**src/design/blzd_pkg.sv**
```systemverilog
package blzd_pkg;

  localparam int HISTORY_DEPTH = 8192;
  localparam int HIST_AW = $clog2(HISTORY_DEPTH);

  localparam logic [HIST_AW:0]   HIST_DEPTH_W = (HIST_AW + 1)'(HISTORY_DEPTH);
  localparam logic [HIST_AW-1:0] HIST_LAST    = HIST_AW'(HISTORY_DEPTH - 1);

  localparam logic [4:0]  LEN_BIAS   = 5'd3;
  localparam logic [12:0] DIST_BIAS  = 13'd2;
  localparam logic [3:0]  FLAG_COUNT = 4'd8;

  typedef struct packed {
    logic [7:0]  out_byte;
    logic [31:0] out_address;
    logic        format_error;
    logic        run_last;
    logic        stream_done;
  } result_t;

  // step a history pointer down by one, wrapping at the bottom
  function automatic logic [HIST_AW-1:0] hist_dec(input logic [HIST_AW-1:0] a);
    logic [HIST_AW-1:0] r;
    if (a == '0) begin
      r = HIST_LAST;
    end else begin
      r = a - 1'b1;
    end
    return r;
  endfunction

endpackage

```
**src/design/blzd_out_if.sv**
```systemverilog
interface blzd_out_if;
  logic        valid;
  logic        ready;
  logic [7:0]  out_byte;
  logic [31:0] out_address;
  logic        format_error;
  logic        run_last;
  logic        stream_done;

  modport source(output valid, output out_byte, output out_address, output format_error,
                 output run_last, output stream_done, input ready);
  modport sink(input valid, input out_byte, input out_address, input format_error,
               input run_last, input stream_done, output ready);
endinterface

```
**src/design/blzd_out_stage.sv**
```systemverilog
module blzd_out_stage (
  input  logic               clk,
  input  logic               rst,
  input  logic               load,
  input  blzd_pkg::result_t  d,
  output logic               free,
  blzd_out_if.source         dst
);

  logic              valid;
  blzd_pkg::result_t data;

  assign free = !valid || dst.ready;

  always_ff @(posedge clk) begin
    if (rst) begin
      valid <= 1'b0;
    end else if (load) begin
      valid <= 1'b1;
    end else if (dst.ready) begin
      valid <= 1'b0;
    end
  end

  always_ff @(posedge clk) begin
    if (load) begin
      data <= d;
    end
  end

  assign dst.valid        = valid;
  assign dst.out_byte     = data.out_byte;
  assign dst.out_address  = data.out_address;
  assign dst.format_error = data.format_error;
  assign dst.run_last     = data.run_last;
  assign dst.stream_done  = data.stream_done;

endmodule

```
**src/flat_wrapper.sv**
```systemverilog
// flat-port wrapper written by rule: the top's interface ports become plain ports
module blzd_out_stage_flat 
  (clk, rst, load, d, free, dst_valid, dst_out_byte, dst_out_address, dst_format_error, dst_run_last, dst_stream_done, dst_ready);
  blzd_out_if dst_i ();
  input  logic clk;
  input  logic rst;
  input  logic load;
  input  blzd_pkg::result_t d;
  output logic free;
  output wire logic [$bits(dst_i.valid)-1:0] dst_valid;
  output wire logic [$bits(dst_i.out_byte)-1:0] dst_out_byte;
  output wire logic [$bits(dst_i.out_address)-1:0] dst_out_address;
  output wire logic [$bits(dst_i.format_error)-1:0] dst_format_error;
  output wire logic [$bits(dst_i.run_last)-1:0] dst_run_last;
  output wire logic [$bits(dst_i.stream_done)-1:0] dst_stream_done;
  input wire logic [$bits(dst_i.ready)-1:0] dst_ready;
  assign dst_valid = dst_i.valid;
  assign dst_out_byte = dst_i.out_byte;
  assign dst_out_address = dst_i.out_address;
  assign dst_format_error = dst_i.format_error;
  assign dst_run_last = dst_i.run_last;
  assign dst_stream_done = dst_i.stream_done;
  assign dst_i.ready = dst_ready;
  blzd_out_stage u_core (.clk(clk), .rst(rst), .load(load), .d(d), .free(free), .dst(dst_i));
endmodule
```
**config.mk**
```make
export PLATFORM = sky130hd
export DESIGN_NAME = blzd_out_stage_flat
export DESIGN_NICKNAME = d
export VERILOG_FILES = /design/src/design/blzd_pkg.sv /design/src/design/blzd_out_if.sv /design/src/design/blzd_out_stage.sv /design/src/flat_wrapper.sv
export SDC_FILE = /design/constraint.sdc
export NUM_CORES = 1
export LEC_CHECK = 0
export ABC_AREA = 1
export CAP_MARGIN = 15
export CORE_MARGIN = 10
export CORE_UTILIZATION = 58
export DETAILED_ROUTE_END_ITERATION = 12
export DONT_BUFFER_PORTS = 1
export GPL_TIMING_DRIVEN = 0
export HOLD_SLACK_MARGIN = 0.02
export PLACE_DENSITY = 0.74
export SYNTH_ARGS = -nofsm -noshare
export SYNTH_HDL_FRONTEND = slang
export SYNTH_SLANG_ARGS = --single-unit
```
**constraint.sdc**
```tcl
create_clock -name clk -period 0.8 [get_ports clk]
set_input_delay 0.16 -clock clk [delete_from_list [all_inputs] [get_ports clk]]
set_output_delay 0.16 -clock clk [all_outputs]
set_load 0.01 [all_outputs]
```
# [Word-level counts from Yosys, hierarchy flattened]
# Index checks and enable logic that the tools add are counted.
# W data, S select, Z words.
[word_totals] word_cells=11 out_inout_bits=45 register_bits=44
[classes] n_reduce_logical=3 n_mux=2
[op_table] cell="$mux W1" count=2
[op_table] cell="$reduce_bool A2 Y1" count=1
[op_table] cell="$logic_not A1 Y1" count=1
[op_table] cell="$logic_or A1 B1 Y1" count=1

# [Logic depth before layout (Yosys ltp)]
[depth] ltp_word=2 depth_mapped=3 ltp_nobuf=3

# [Least setup slack after synthesis]
# Ideal clock, no wire load.
[synth_path] path_type="register -> register" start="register u_core.dst.valid (netlist name)" end="register u_core.valid, in the netlist u_core.dst.valid" setup_slack_ns=0.163 n_path_buf=0 stages_incl_launch_ff=3 setup_time_ns=0.066 arrival_time_ns=0.571 synth_period_minus_slack_ns=0.637 path_cell_list="dfxtp_1 -> nand2_2 -> a21oi_2"
[synth_lines] element="end signal, assigned" line_no="blzd_out_stage.sv:17" rtl="valid <= 1'b0;"
[synth_lines] element="end signal, assigned" line_no="blzd_out_stage.sv:19" rtl="valid <= 1'b1;"
[synth_lines] element="end signal, assigned" line_no="blzd_out_stage.sv:21" rtl="valid <= 1'b0;"
[synth_lines] element="end, declared" line_no="blzd_out_stage.sv:10" rtl="logic valid;"

# [Worst setup path in the final report]
[layout_path] start="register u_core.data, in the netlist u_core.dst.out_address[13]" end="output port dst_out_address[13]"
[layout_lines] element="start, declared" line_no="blzd_out_stage.sv:11" rtl="blzd_pkg::result_t data;"
[layout_lines] element="start signal, assigned" line_no="blzd_out_stage.sv:27" rtl="data <= d;"
[layout_lines] element="end, declared" line_no="flat_wrapper.sv:12" rtl="output wire logic [$bits(dst_i.out_address)-1:0] dst_out_address;"
# No word-level cell between the ends.

==> metrics <==
Final setup viols 45; P_int 0.00323 W; Mapped Area 1330 sq um; syn_nets 95; layout cells sized above 1 7.92%; TritonCTS clock tree yes; Synth Warn # 0; largest net degree at the start of global routing 45; CP required 640 ps; FILL cells 85; Port Buffers 0; Final Hold Viols 43; I/O pins 92; Most Used Layer, Global Route met2; vias in the first global route 752; initial antenna violation count 1; row cnt 17; synthesized area per cell 27.8 sq um; Die Width 68.0 microns; Comb pwr share 5.0%; status finished with violations; kind of critical path register to output pin; GP Congestion 0.673; Net Switching 0.000909 W; global routing usage on met3 8.65%; Pleak 0.665 nW; Clock power frac 24.2%; register area share after synthesis 98.3%; max-slew violations 0; DR vias/cell 5.31; Register Area 1320 sq um; Final period util 124%; M2 GR Usage 28.1%; Clock Sink Count 44; fin crit period 994 ps; Sw Share 22.0%; Syn Inst Count 48; Clock Tree Root clkbuf_4; Slew @ Worst Pin 171 ps; mean routed wirelength per cell 30.1 microns; number of CTS-inserted buffers 5; RSZ-0062 raised after global routing yes; final instance area 1880 sq um; core area 2190 sq um; Power Dens Cells 2200 nW/um^2; Synth Register Bits 44; clk_skew 0 ps; Worst-path clk slew 120 ps; postcts setup bufs 0; Achievable Freq 1010 MHz; worst setup margin -194 ps; Synth-to-Final Area Change 40.9%; grt ovf 0; GRT Overall Usage 16.9%; pre-CTS setup slack 90.1 ps; via count 690; 1st-pass router iterations 4; WHS -90.0 ps; final net count 147; failing checks hold timing, setup timing; Post-route DRC 0; starting density of the core 60.9%; final antenna-violating net count 0; 1st-iter DRT viols 52; die area 4620 sq um; Max H-tree Level 2; critical path peak fanout 1; Synth cell types 5; first-pass GRT wire length 5270 microns; Hold WC Path Type input port to register; Startpoint Class register; Max Cap Viol 0; CP endpoint kind output pin; placed wire-length estimate 2280 microns; Detailed Route WL 3910 microns; Seq pwr share 70.8%; GR Util met1 17.9%; worst skew pair latency 350 ps; relative slew slack 88.6%; CTS Buffer Depth 2; CTS Hold Bufs 45; peak supply drop 1.98 mV; Die Ht 68.0 microns; Multi-input gate area 20.0 sq um; critical path arrival 830 ps; Placed Area 1370 sq um
-- what timing repair did --
| item | 4_1_cts | 5_1_grt |
|---|---|---|
| gates resized for setup | 3 | 0 |
| pin swaps | 1 | 0 |
| hold endpoints to repair | 87 | 44 |
| endpoints found under the setup margin | 45 | 45 |
-- metrics by stage --
step	cells	utilization (%)	power, W	hold slack, ps	setup TNS [ps]
final	130	85.8	0.00414	-90.0	-7630
after detailed placement	76	62.5	0.00299	226	0
after floorplan	48	-	0.00294	222	0
after global placement	76	62.5	0.00299	223	0
after global routing	130	85.8	0.00429	-116	-9150
after CTS	129	85.7	0.00407	-81.5	-7040
-- sequential cells by signal, summed over array words and instances, names as in the netlist --
register                 flops
u_core.dst.out_byte          8
u_core.dst.run_last          1
u_core.dst.out_address      32
u_core.dst.format_error      1
u_core.dst.valid             1
u_core.dst.stream_done       1
-- path summary, 6_finish.rpt --
path	start	end	slack, ps	cells past startpoint
setup / recovery	u_core.dst.out_address[13]	dst_out_address[13]	-190	0
setup reg to reg	u_core.dst.valid	u_core.dst.valid	150	2
hold reg to reg	u_core.dst.valid	u_core.dst.valid	550	2
hold / removal	load	u_core.dst.out_address[13]	-90	0
-- routing by layer --
metal,up-vias,part of all wire [%]
li1,293,-
met1,333,34
met2,57,54
met3,7,11
met4,0,1.1
met5,-,0
-- area by class of cell --
type	instances	area share (%)
flip-flops and latches	44	70.0
repair buffers	45	24.0
clock buffers	7	2.40
well taps	28	1.86
multi-input cells	2	1.07
inverters	2	0.399
clock inverters	1	0.200
diodes	1	0.133
-- cell usage after synthesis --
cell type / number / share of area (%)
dfxtp_1: 1 / 1.5
a21oi_2: 1 / 0.66
edfxtp_1: 43 / 97
nand2_2: 1 / 0.47
inv_1: 2 / 0.56
-- kinds of logic (layout without fill, tap and decap cells) --
logic type      Yosys count  count (layout)  share of synthesized area (%)
compound gates            1               1                          0.657
buf+inv                   2              55                          0.563
flops                    44              44                           98.3
other cells               0               1                              0
simple gates              1               1                          0.469
-- cells in the final DEF, fill, tap and decap left out --
cell,instances
dlygate4sd3_1,45
diode_2,1
clkbuf_4,5
dfxtp_4,1
a21oi_2,1
inv_1,2
clkbuf_1,2
edfxtp_1,43
nand2_4,1
clkinv_1,1
-- power by group through the flow --
stage	combinational, W	sequential, W	clock, W
after floorplan	0.00000870	0.00293	0
after global placement	0.00000960	0.00298	0
after detailed placement	0.0000101	0.00298	0
after CTS	0.000189	0.00293	0.000952
after global routing	0.000216	0.00295	0.00112
final	0.000205	0.00293	0.00100
Power figures use the tool's default switching activity.
